### config.mk
export PLATFORM = sky130hd
export DESIGN_NAME = scsa_div
export DESIGN_NICKNAME = d
export VERILOG_FILES = /design/src/rtl/size_class_slab_allocator_top_macros.svh /design/src/rtl/scsa_pkg.sv /design/src/rtl/scsa_div.sv
export SDC_FILE = /design/constraint.sdc
export NUM_CORES = 1
export LEC_CHECK = 0
export ABC_AREA = 1
export BUFFER_PORTS_ARGS = -buffer_cell sky130_fd_sc_hd__clkbuf_2
export CORE_ASPECT_RATIO = 0.7
export CORE_MARGIN = 3
export CORE_UTILIZATION = 30
export CTS_CLUSTER_SIZE = 40
export DETAILED_ROUTE_END_ITERATION = 12
export PLACE_DENSITY = 0.51
export SLEW_MARGIN = 30
export SYNTH_ARGS = -nofsm -noshare
export SYNTH_HDL_FRONTEND = slang
export SYNTH_SLANG_ARGS = --single-unit
### constraint.sdc
create_clock -name clk -period 2.3 [get_ports clk]
set_clock_uncertainty 0.2 [all_clocks]
set_input_delay 0.115 -clock clk [delete_from_list [all_inputs] [get_ports clk]]
set_output_delay 0.115 -clock clk [all_outputs]
set_load 0.05 [all_outputs]
### src/rtl/size_class_slab_allocator_top_macros.svh
// Assertion macros for the slab allocator RTL.
// Takes clk and rst_n from the module that uses them.
`ifndef SIZE_CLASS_SLAB_ALLOCATOR_TOP_MACROS_SVH
`define SIZE_CLASS_SLAB_ALLOCATOR_TOP_MACROS_SVH

// Same-cycle implication, disabled while in reset.
`define SCSA_ASSERT_IMP(lbl, ante, cons, msg) \
  lbl: assert property (@(posedge clk) disable iff (!rst_n) (ante) |-> (cons)) \
    else $error(msg);

// Next-cycle implication, disabled while in reset.
`define SCSA_ASSERT_NXT(lbl, ante, cons, msg) \
  lbl: assert property (@(posedge clk) disable iff (!rst_n) (ante) |=> (cons)) \
    else $error(msg);

`endif

### src/rtl/scsa_pkg.sv
// Shared types and constants of the slab allocator.
// No dependencies.
`timescale 1ns / 1ps

package scsa_pkg;

  localparam int PAGE_BYTES   = 8192;
  localparam int GRAIN_SHIFT  = 3;      // 8-byte grain
  localparam int NUM_CLASSES  = 1024;
  localparam int POOL_PAGES   = 64;
  localparam int HEADER_BYTES = 40;
  localparam int CAPACITY     = PAGE_BYTES - HEADER_BYTES;

  localparam int PAGE_W  = 6;
  localparam int OFF_W   = 13;
  localparam int CLS_W   = 10;
  localparam int CNT_W   = 10;
  localparam int BUMP_W  = 20;
  localparam int PT_W    = 7;
  localparam int SLOT_W  = OFF_W - GRAIN_SHIFT;
  localparam int ADDR_W  = 19;
  localparam int REQ_W   = 16;
  localparam int BSIZE_W = 14;
  localparam int QUO_W   = 13;

  localparam logic       OP_ALLOC   = 1'b0;
  localparam logic       OP_FREE    = 1'b1;
  localparam logic [1:0] ST_OK      = 2'd0;
  localparam logic [1:0] ST_RANGE   = 2'd1;
  localparam logic [1:0] ST_EXHAUST = 2'd2;

  typedef struct packed {
    logic              ok;
    logic [PAGE_W-1:0] page;
  } class_head_t;

  typedef struct packed {
    logic             ok;
    logic [OFF_W-1:0] off;
  } link_t;

  typedef struct packed {
    logic [CLS_W-1:0]  cls;
    logic [CNT_W-1:0]  used;
    logic              rec_ok;
    logic [OFF_W-1:0]  rec_head;
    logic [BUMP_W-1:0] bump;
    logic              next_ok;
    logic [PAGE_W-1:0] next_page;
  } page_rec_t;

  // Block size in bytes of a class.
  function automatic logic [BSIZE_W-1:0] class_bytes(input logic [CLS_W-1:0] cls);
    logic [BSIZE_W-1:0] n;
    n = {{(BSIZE_W-CLS_W){1'b0}}, cls} + BSIZE_W'(1);
    return n << GRAIN_SHIFT;
  endfunction

endpackage

### src/rtl/scsa_div.sv
// Bit-serial restoring divider: page capacity / block size = blocks per page.
// Depends on scsa_pkg.
`timescale 1ns / 1ps

module scsa_div (
  input  logic                        clk,
  input  logic                        rst_n,
  input  logic                        start,
  input  logic [scsa_pkg::BSIZE_W-1:0] divisor,
  output logic                        busy,
  output logic [scsa_pkg::CNT_W-1:0]  quotient
);

  logic [scsa_pkg::BSIZE_W-1:0] rem_r, rem_nxt;
  logic [scsa_pkg::QUO_W-1:0]   quo_r, quo_nxt;
  logic [3:0]                   cnt_r, cnt_nxt;
  logic                         busy_r, busy_nxt;
  logic [scsa_pkg::BSIZE_W-1:0] dvs_r, dvs_nxt;
  logic [scsa_pkg::BSIZE_W-1:0] trial;

  // one quotient bit per cycle
  always_comb begin
    rem_nxt  = rem_r;
    quo_nxt  = quo_r;
    cnt_nxt  = cnt_r;
    busy_nxt = busy_r;
    dvs_nxt  = dvs_r;
    trial    = {rem_r[scsa_pkg::BSIZE_W-2:0], quo_r[scsa_pkg::QUO_W-1]};
    if (start) begin
      rem_nxt  = '0;
      quo_nxt  = scsa_pkg::QUO_W'(scsa_pkg::CAPACITY);
      cnt_nxt  = 4'(scsa_pkg::QUO_W);
      busy_nxt = 1'b1;
      dvs_nxt  = divisor;
    end else if (busy_r) begin
      if (trial >= dvs_r) begin
        rem_nxt = trial - dvs_r;
        quo_nxt = {quo_r[scsa_pkg::QUO_W-2:0], 1'b1};
      end else begin
        rem_nxt = trial;
        quo_nxt = {quo_r[scsa_pkg::QUO_W-2:0], 1'b0};
      end
      cnt_nxt = cnt_r - 4'd1;
      if (cnt_r == 4'd1) busy_nxt = 1'b0;
    end
  end

  always_ff @(posedge clk) begin
    if (!rst_n) begin
      busy_r <= 1'b0;
      cnt_r  <= '0;
    end else begin
      busy_r <= busy_nxt;
      cnt_r  <= cnt_nxt;
    end
    rem_r <= rem_nxt;
    quo_r <= quo_nxt;
    dvs_r <= dvs_nxt;
  end

  assign busy     = busy_r;
  assign quotient = quo_r[scsa_pkg::CNT_W-1:0];

endmodule

==> results.json, run 1 <==
{
  "status": "complete, no violations",
  "final_cells": 570,
  "via_per_inst": 4.53,
  "p_leak_nw": 1.89,
  "place_congestion": 0.996,
  "worst_slack_ns": 0.0634,
  "timing.fmax_mhz": 447,
  "worst-path-stages": 15,
  "rr_worst_depth": 15,
  "ant_nets": 0,
  "root_buffer": "clkbuf_16",
  "grt_max_degree": 36,
  "total_power_mw": 2.11,
  "core.rowCount": 28,
  "synth_area_um2": 2790,
  "critPathTopFamily": "simple AND/OR/NAND/NOR gates",
  "path_buf_inv": 3,
  "fin_crit_sh_pct": 97.2,
  "grt_pass1_wl_um": 11500,
  "diodes": 0,
  "ir_drop_uv": 361,
  "area_growth_pct": 27.5,
  "cts_buffers": 5,
  "dp_hpwl_um": 5150,
  "coreArea_um2": 8720,
  "critPathMaxFanout": 7,
  "drc": 0,
  "antenna_found_initial": 0,
  "wl_per_cell_um": 12.6,
  "fp.dieW_um": 121,
  "portBuffers": 27,
  "clk_pin_slew_ns": 0.07,
  "hold_path_class": "in -> reg",
  "drv_cap": 0,
  "r2r-start": "quo_r[12]$_SDFFE_PP1P_",
  "fin_nets": 483,
  "required_ns": 2.33,
  "cp-start-kind": "flip-flop",
  "ys_types": 29,
  "tightest_slew_ns": 0.572,
  "cts_tree": "done",
  "ctsLongestPathBuffers": 2,
  "rr_endpoint": "rem_r[6]$_SDFFE_PP0P_",
  "finalMaxSlewViolations": 0,
  "overflow": 0,
  "power.density_nw_per_um2": 593,
  "worst_path_largest_cell_delay_ns": 0.37,
  "avgSynthCellArea_um2": 6.97,
  "cts_htree_levels": 2,
  "startpoint": "quo_r[12]$_SDFFE_PP1P_",
  "final-setup-viol-count": 0,
  "crit_type": "reg -> reg",
  "cts_num_sinks": 45,
  "crit_top_cell": "nand2_2",
  "yosys_register_bits": 45,
  "drt_iter0_drc": 150,
  "first_pass_iters": 4,
  "min_period_ns": 2.24,
  "numPlacedInstances": 538,
  "clk_latency_ns": 0.29,
  "ys_warn_count": 0,
  "end_kind": "flip-flop",
  "finalSetupTns_ns": 0,
  "vias": 2581,
  "drive_gt1_share_pct": 23.3,
  "arrival_ns": 2.27,
  "dieHeight_um": 86.6,
  "slew_headroom_pct": 61.8,
  "dieArea_um2": 10500,
  "io_pins": 28,
  "pre_cts_ws_ns": -0.0594,
  "finalHoldViolations": 0,
  "start_util_pct": 31.9,
  "grt_pass1_vias": 2281,
  "crit_path_end": "rem_r[6]$_SDFFE_PP0P_",
  "grt.total_usage_pct": 13.9,
  "crit_slowest_cell": "fa_2",
  "rsz0062_at_grt": "true",
  "synthesis.instances": 400,
  "seq_area_frac_synth_pct": 37.4,
  "ff2ff_setup_slack_ns": 0.06,
  "worstPathCellList": "inv_2, ha_4, inv_2, fa_2, nand2_2, nand2_2, nand3_2, nand2_2, nand2_4, nand3_4, nor2_4, nand2_1, nand3_2, nand2_1, inv_1",
  "synth.net_count": 434,
  "wl_um": 7200
}
==> state kept, by name (all words and copies together) (netlist names) <==
name and cells:
dvs_r 14, quo_r 13, rem_r 13, cnt_r 4, busy 1
==> synth_stat cells <==
library cell	n	area share, %
clkinv_1	4	0.54
o21ai_0	8	1.4
buf_2	5	0.90
a31oi_1	2	0.45
nor2_1	23	3.1
nand3b_1	1	0.27
buf_4	10	2.7
buf_6	1	0.40
a211oi_1	1	0.27
a21oi_1	9	1.6
nand2_1	126	17
inv_2	3	0.40
xnor2_1	1	0.31
edfxtp_1	14	15
nand3_1	51	9.2
or2_2	1	0.22
clkbuf_1	3	0.40
fa_1	1	0.72
nand3_4	1	0.63
inv_1	65	8.8
xor2_1	4	1.3
buf_1	1	0.13
o211ai_1	1	0.27
nand2_2	5	1.1
nor2_2	4	0.90
ha_1	16	7.2
nand4_1	4	0.90
nor2_4	4	1.6
dfxtp_1	31	22
==> through the flow <==
stage / cell area (µm²) / utilization, % / hold slack [ns]
2_1_floorplan: 2790 / - / -0.0181
3_3_place_gp: 3030 / 34.7 / 0.0918
3_5_place_dp: 3030 / 34.7 / 0.0936
4_1_cts: 3380 / 38.8 / 0.0824
5_1_grt: 3550 / 40.7 / 0.110
6_report: 3550 / 40.7 / 0.0781
==> cells by family after synthesis <==
logic type / synth area share, %
AND/OR/NAND/NOR: 34.9
buffers and inverters: 14.2
flip-flops: 37.4
AO/OA/AOI/OAI: 4.04
adder cells (fa/ha/maj): 7.90
XOR/XNOR: 1.57
==> worst min-delay path by stage <==
stage / cells after the start / to / slack (ns) / startpoint
after floorplan: 1 / rem_r[9]$_SDFFE_PP0P_ / -0.02 / start
after global placement: 1 / dvs_r[2]$_DFFE_PP_ / 0.09 / divisor[2]
after detailed placement: 1 / dvs_r[2]$_DFFE_PP_ / 0.09 / divisor[2]
after CTS: 4 / rem_r[3]$_SDFFE_PP0P_ / 0.08 / start
after global routing: 3 / rem_r[9]$_SDFFE_PP0P_ / 0.11 / start
final: 4 / rem_r[0]$_SDFFE_PP0P_ / 0.08 / start
==> power breakdown <==
part / total [mW] / switching (mW) / internal, mW
registers: 0.895 / 0.0268 / 0.868
clock network: 0.788 / 0.317 / 0.472
logic: 0.424 / 0.267 / 0.156
==> area by class of cell <==
| cell class | count | area (µm²) |
|---|---|---|
| fillers | 929 | 5170 |
| multi-input cells | 265 | 1510 |
| flip-flops and latches | 45 | 1040 |
| repair buffers | 60 | 420 |
| inverters | 72 | 270 |
| clock buffers | 7 | 154 |
| well taps | 120 | 150 |
| clock inverters | 1 | 8.76 |
==> what timing repair did <==
action                                  CTS  global route
buffers inserted                          1             6
gates cloned                              2             0
endpoints found under the setup margin   10            14
hold endpoints to repair                 19             0
pin swaps                                 1            12
gates resized for setup                   4            37
hold buffers                             15             0
==> routing by layer <==
| metal | vias up | wire (µm) | track usage (%) |
|---|---|---|---|
| li1 | 1332 | - | - |
| met2 | 57 | 2790 | 18.0 |
| met1 | 1184 | 3950 | 22.9 |
| met3 | 8 | 411 | 2.74 |
| met5 | - | 0 | 0 |
| met4 | 0 | 48 | 3.46 |
==> cells in the final DEF (no fill, tap or decap), drive strengths merged <==
master | netlist | layout
xor2 | 4 | 4
dlygate4sd3 | 0 | 15
edfxtp | 14 | 14
nor2 | 31 | 32
nand3b | 1 | 1
ha | 16 | 16
o21ai | 8 | 8
inv | 68 | 68
a31oi | 2 | 2
or2 | 1 | 1
fa | 1 | 1
nand3 | 52 | 53
nand2 | 131 | 131
o211ai | 1 | 1
clkinv | 4 | 5
a21oi | 9 | 9
xnor2 | 1 | 1
buf | 17 | 18
a211oi | 1 | 1
clkbuf | 3 | 34
dfxtp | 31 | 31
nand4 | 4 | 4
==> worst register-to-register path, cell delays in order, from the launching register on <==
cell     delay (ns)
dfxtp_2        0.33
inv_2          0.07
ha_4           0.12
inv_2          0.04
fa_2           0.37
nand2_2        0.10
nand2_2        0.06
nand3_2        0.07
nand2_2        0.08
nand2_4        0.10
nand3_4        0.15
nor2_4         0.22
nand2_1        0.10
nand3_2        0.06
nand2_1        0.05
inv_1          0.05
Power figures use the tool's default switching activity.
==> run 2, diff against run 1 <==
--- a/config.mk
+++ b/config.mk
@@ -7,12 +7,15 @@
 export LEC_CHECK = 0
 export ABC_AREA = 1
 export BUFFER_PORTS_ARGS = -buffer_cell sky130_fd_sc_hd__clkbuf_2
+export CELL_PAD_IN_SITES_DETAIL_PLACEMENT = 0
+export CELL_PAD_IN_SITES_GLOBAL_PLACEMENT = 1
 export CORE_ASPECT_RATIO = 0.7
 export CORE_MARGIN = 3
 export CORE_UTILIZATION = 30
 export CTS_CLUSTER_SIZE = 40
 export DETAILED_ROUTE_END_ITERATION = 12
-export PLACE_DENSITY = 0.51
+export PLACE_DENSITY = 0.64
+export SETUP_SLACK_MARGIN = 0.1
 export SLEW_MARGIN = 30
 export SYNTH_ARGS = -nofsm -noshare
 export SYNTH_HDL_FRONTEND = slang
==> constraint.sdc (replaced) <==
create_clock -name clk -period 2.1 [get_ports clk]
set_clock_uncertainty 0.2 [all_clocks]
set_input_delay 0.105 -clock clk [delete_from_list [all_inputs] [get_ports clk]]
set_output_delay 0.105 -clock clk [all_outputs]
set_load 0.05 [all_outputs]
==> results.json, run 2 (synthesis results as in run 1) <==
{
  "cts_htree_levels": 2,
  "hold_path_class": "in -> reg",
  "pre_cts_ws_ns": -0.0380,
  "arrival_ns": 2.05,
  "via_per_inst": 4.27,
  "grt_max_degree": 36,
  "fin_crit_sh_pct": 100,
  "final_util_pct": 42.2,
  "first_pass_iters": 4,
  "dieHeight_um": 86.6,
  "diodes": 0,
  "crit_type": "reg -> reg",
  "antenna_found_initial": 0,
  "final_cells": 585,
  "cts_buffers": 5,
  "ctsLongestPathBuffers": 2,
  "total_power_mw": 2.22,
  "critPathMaxFanout": 5,
  "cp-start-kind": "flip-flop",
  "p_leak_nw": 1.98,
  "startpoint": "quo_r[12]$_SDFFE_PP1P_",
  "grt_pass1_vias": 2246,
  "io_pins": 28,
  "cts_tree": "done",
  "drv_cap": 0,
  "place_congestion": 0.887,
  "dpl_cell_area_um2": 3190,
  "required_ns": 2.05,
  "drt_iter0_drc": 102,
  "finalHoldViolations": 0,
  "final_area_um2": 3680,
  "worst_path_largest_cell_delay_ns": 0.34,
  "top_register": "dvs_r",
  "timing.fmax_mhz": 476,
  "crit_slowest_cell": "fa_2",
  "rsz0062_at_grt": "true",
  "finalMaxSlewViolations": 0,
  "worst_slack_ns": -0.00261,
  "slew_headroom_pct": 66.2,
  "clk_pin_slew_ns": 0.07,
  "drive_gt1_share_pct": 26.2,
  "power.density_nw_per_um2": 602,
  "r2r-start": "quo_r[12]$_SDFFE_PP1P_",
  "overflow": 0,
  "dp_hpwl_um": 5110,
  "ant_nets": 0,
  "root_buffer": "clkbuf_16",
  "status": "complete, but fails checks",
  "wl_um": 6900,
  "area_growth_pct": 32.1,
  "vias": 2496,
  "wl_per_cell_um": 11.8,
  "final_common_cell": "nand2_1",
  "core.rowCount": 28,
  "violations": "negative setup slack",
  "finalSetupTns_ns": -0.00261,
  "ir_drop_uv": 299,
  "dieArea_um2": 10500,
  "worstPathCellList": "inv_2, ha_4, inv_2, fa_2, nand2_2, nand2_2, nand3_2, nand2_4, nand2_4, nand3_4, nor2_4, buf_6, buf_4, a211oi_1",
  "critPathTopFamily": "simple AND/OR/NAND/NOR gates",
  "cts_num_sinks": 45,
  "start_util_pct": 31.9,
  "grt_pass1_wl_um": 11400,
  "clk_latency_ns": 0.29,
  "tightest_slew_ns": 0.507,
  "path_buf_inv": 4,
  "largest_reg_flops": 14,
  "timing.hold.ws_ns": 0.0811,
  "drc": 0,
  "coreArea_um2": 8720,
  "top_regs": "dvs_r x14, quo_r x13, rem_r x13",
  "final_cell_mix": "nand2_1 (112), inv_1 (63), nand3_1 (42), buf_4 (31), dfxtp_1 (29)",
  "min_period_ns": 2.10,
  "end_kind": "flip-flop",
  "numPlacedInstances": 557,
  "grt.total_usage_pct": 13.9,
  "portBuffers": 27,
  "min_from": "start",
  "final-setup-viol-count": 1,
  "fp.dieW_um": 121,
  "fin_nets": 498
}
run 2: metal layers:
| layer | vias to the layer above | global-route usage [%] | wire, µm |
|---|---|---|---|
| met1 | 1103 | 21.4 | 3830 |
| li1 | 1360 | - | - |
| met2 | 26 | 19.4 | 2740 |
| met4 | 0 | 3.66 | 72 |
| met3 | 7 | 3.13 | 257 |
| met5 | - | 0 | 0 |
run 2: report_power, final:
group / switching, mW / internal (mW)
sequential: 0.0294 / 0.951
clock: 0.329 / 0.437
combinational: 0.286 / 0.183
total: 0.644 / 1.57
run 2: tightest hold or removal path, delay by kind of cell:
kind / cells / cell delay [ns]
buf+inv: 2 / 0.31
simple gates: 1 / 0.12
run 2: final cells by class:
cell class                 count  area [µm²]
clock inverter                 2        10.0
sequential                    45        1040
fill                         907        5040
clock buffer                   6         129
multi-input combinational    263        1510
tap                          120         150
inverter                      72         273
timing repair buffer          77         563
run 2: path summary, 6_finish.rpt:
path	cells past startpoint	end	slack (ns)
max	14	quo_r[0]$_SDFFE_PP0P_	-0.003
min	3	rem_r[9]$_SDFFE_PP0P_	0.08
max reg2reg	14	quo_r[0]$_SDFFE_PP0P_	-0.003
min reg2reg	2	quo_r[10]$_SDFFE_PP1P_	0.26
run 2: what timing repair did:
| item | CTS | global route |
|---|---|---|
| setup buffers | 4 | 1 |
| setup endpoints to repair | 14 | 14 |
| pin swaps | 3 | 5 |
| hold endpoints to repair | 19 | 0 |
| gates resized for setup | 8 | 36 |
| hold buffers | 15 | 0 |
==> run 3, diff against run 2 <==
--- a/config.mk
+++ b/config.mk
@@ -10,7 +10,7 @@
 export CELL_PAD_IN_SITES_DETAIL_PLACEMENT = 0
 export CELL_PAD_IN_SITES_GLOBAL_PLACEMENT = 1
 export CORE_ASPECT_RATIO = 0.7
-export CORE_MARGIN = 3
+export CORE_MARGIN = 2
 export CORE_UTILIZATION = 30
 export CTS_CLUSTER_SIZE = 40
 export DETAILED_ROUTE_END_ITERATION = 12
==> results.json, run 3 (synthesis results as in run 1) <==
{
  "core.rowCount": 29,
  "pre_cts_ws_ns": -0.116,
  "coreArea_um2": 9030,
  "clk_pin_slew_ns": 0.07,
  "ctsLongestPathBuffers": 2,
  "dp_hpwl_um": 5050,
  "crit_top_cell": "nand2_1",
  "arrival_ns": 2.24,
  "dpl_cell_area_um2": 3210,
  "timing.hold.ws_ns": 0.0913,
  "min_from": "start",
  "cts_tree": "done",
  "ir_drop_uv": 315,
  "place_congestion": 0.785,
  "min_period_ns": 2.20,
  "grt.total_usage_pct": 14.9,
  "final_cell_mix": "nand2_1 (114), inv_1 (63), nand3_1 (40), buf_4 (39), dfxtp_1 (30)",
  "finalSetupTns_ns": -0.926,
  "worst_slack_ns": -0.103,
  "grt_pass1_wl_um": 11800,
  "rr_endpoint": "rem_r[4]$_SDFFE_PP0P_",
  "finalMaxSlewViolations": 0,
  "first_pass_iters": 4,
  "top_regs": "dvs_r x14, quo_r x13, rem_r x13",
  "wl_per_cell_um": 11.8,
  "worstPathCellList": "ha_4, inv_4, fa_2, nand2_2, nand2_1, nand3_1, nand2_2, nand2_4, nand3_4, nor2_4, buf_6, nand2_1, nand3_1, nand2_1, inv_1",
  "rr_worst_depth": 15,
  "wl_um": 7000,
  "ff2ff_setup_slack_ns": -0.10,
  "root_buffer": "clkbuf_16",
  "violations": "negative setup slack",
  "cts_htree_levels": 2,
  "grt_pass1_vias": 2465,
  "antenna_found_initial": 0,
  "fin_crit_sh_pct": 105,
  "drc": 0,
  "crit_type": "reg -> reg",
  "hold_path_end": "rem_r[9]$_SDFFE_PP0P_",
  "slew_headroom_pct": 62.1,
  "crit_slowest_cell": "edfxtp_1",
  "fp.dieW_um": 119,
  "final_common_cell": "nand2_1",
  "final-setup-viol-count": 13,
  "vias": 2530,
  "final_util_pct": 41.3,
  "timing.fmax_mhz": 454,
  "diodes": 0,
  "cts_num_sinks": 45,
  "rsz0062_at_grt": "true",
  "start_util_pct": 30.8,
  "total_power_mw": 2.40,
  "ant_nets": 0,
  "final_area_um2": 3730,
  "drv_cap": 0,
  "cts_buffers": 5,
  "end_kind": "flip-flop",
  "fin_nets": 504,
  "grt_max_degree": 36,
  "power.density_nw_per_um2": 643,
  "drive_gt1_share_pct": 26.3,
  "dieHeight_um": 84.6,
  "critPathMaxFanout": 6,
  "numPlacedInstances": 564,
  "cp-start-kind": "flip-flop",
  "hold_path_class": "in -> reg",
  "holdPathStages": 3,
  "r2r-start": "dvs_r[0]$_DFFE_PP_",
  "clk_latency_ns": 0.29,
  "dieArea_um2": 10100,
  "via_per_inst": 4.25,
  "overflow": 0,
  "largest_reg_flops": 14,
  "area_growth_pct": 33.8,
  "drt_iter0_drc": 135,
  "nFillCells": 947,
  "p_leak_nw": 2.05,
  "status": "complete, but fails checks",
  "io_pins": 28,
  "top_register": "dvs_r",
  "tightest_slew_ns": 0.568,
  "finalHoldViolations": 0,
  "portBuffers": 27,
  "required_ns": 2.14,
  "worst_path_largest_cell_delay_ns": 0.39,
  "final_cells": 595
}
## run 3: final cells by class
type | instances | area, µm² | share of cell area [%]
Multi-Input combinational cell | 263 | 1470 | 39.5
Sequential cell | 45 | 1040 | 28.0
Timing Repair Buffer | 83 | 601 | 16.1
Inverter | 72 | 273 | 7.32
Clock buffer | 7 | 175 | 4.70
Tap cell | 124 | 155 | 4.16
Clock inverter | 1 | 8.76 | 0.235
## run 3: layer usage
| metal | GRT usage, % | wire length, µm | share of wire (%) | up-vias |
|---|---|---|---|---|
| met5 | 0 | 0 | 0 | - |
| met4 | 2.60 | 29 | 0.41 | 0 |
| met3 | 3.06 | 255 | 3.6 | 2 |
| met2 | 22.1 | 2800 | 40 | 37 |
| met1 | 22.3 | 3910 | 56 | 1120 |
| li1 | - | - | - | 1371 |
## run 3: critical path: cells and delay by family (launching register included)
family	cells	cell delay (ns)
simple gates	10	0.80
fa+ha+maj	2	0.52
flops	1	0.39
buf+inv	3	0.23
## run 3: what timing repair did
action,4_1_cts,5_1_grt
buffers inserted,6,2
pin swaps,1,10
hold buffers,15,0
setup endpoints to repair,14,14
endpoints found under the hold margin,19,0
gates resized for setup,19,13
cloned,0,0
## run 3: worst max-delay path by stage
stage          cells after the start                    from                    end  slack (ns)
6_report                          15      dvs_r[0]$_DFFE_PP_  rem_r[4]$_SDFFE_PP0P_       -0.10
5_1_grt                           15      dvs_r[0]$_DFFE_PP_  rem_r[4]$_SDFFE_PP0P_       -0.21
4_1_cts                           16  quo_r[12]$_SDFFE_PP1P_  rem_r[4]$_SDFFE_PP0P_       -0.06
3_5_place_dp                      15  quo_r[12]$_SDFFE_PP1P_  rem_r[0]$_SDFFE_PP0P_       -0.12
3_3_place_gp                      15  quo_r[12]$_SDFFE_PP1P_  rem_r[3]$_SDFFE_PP0P_       -0.05
2_1_floorplan                     15  quo_r[12]$_SDFFE_PP1P_  rem_r[6]$_SDFFE_PP0P_        0.11
## run 3: power by group
part           switching [mW]  internal (mW)
logic                   0.285          0.187
registers              0.0294          0.951
clock network           0.355          0.591
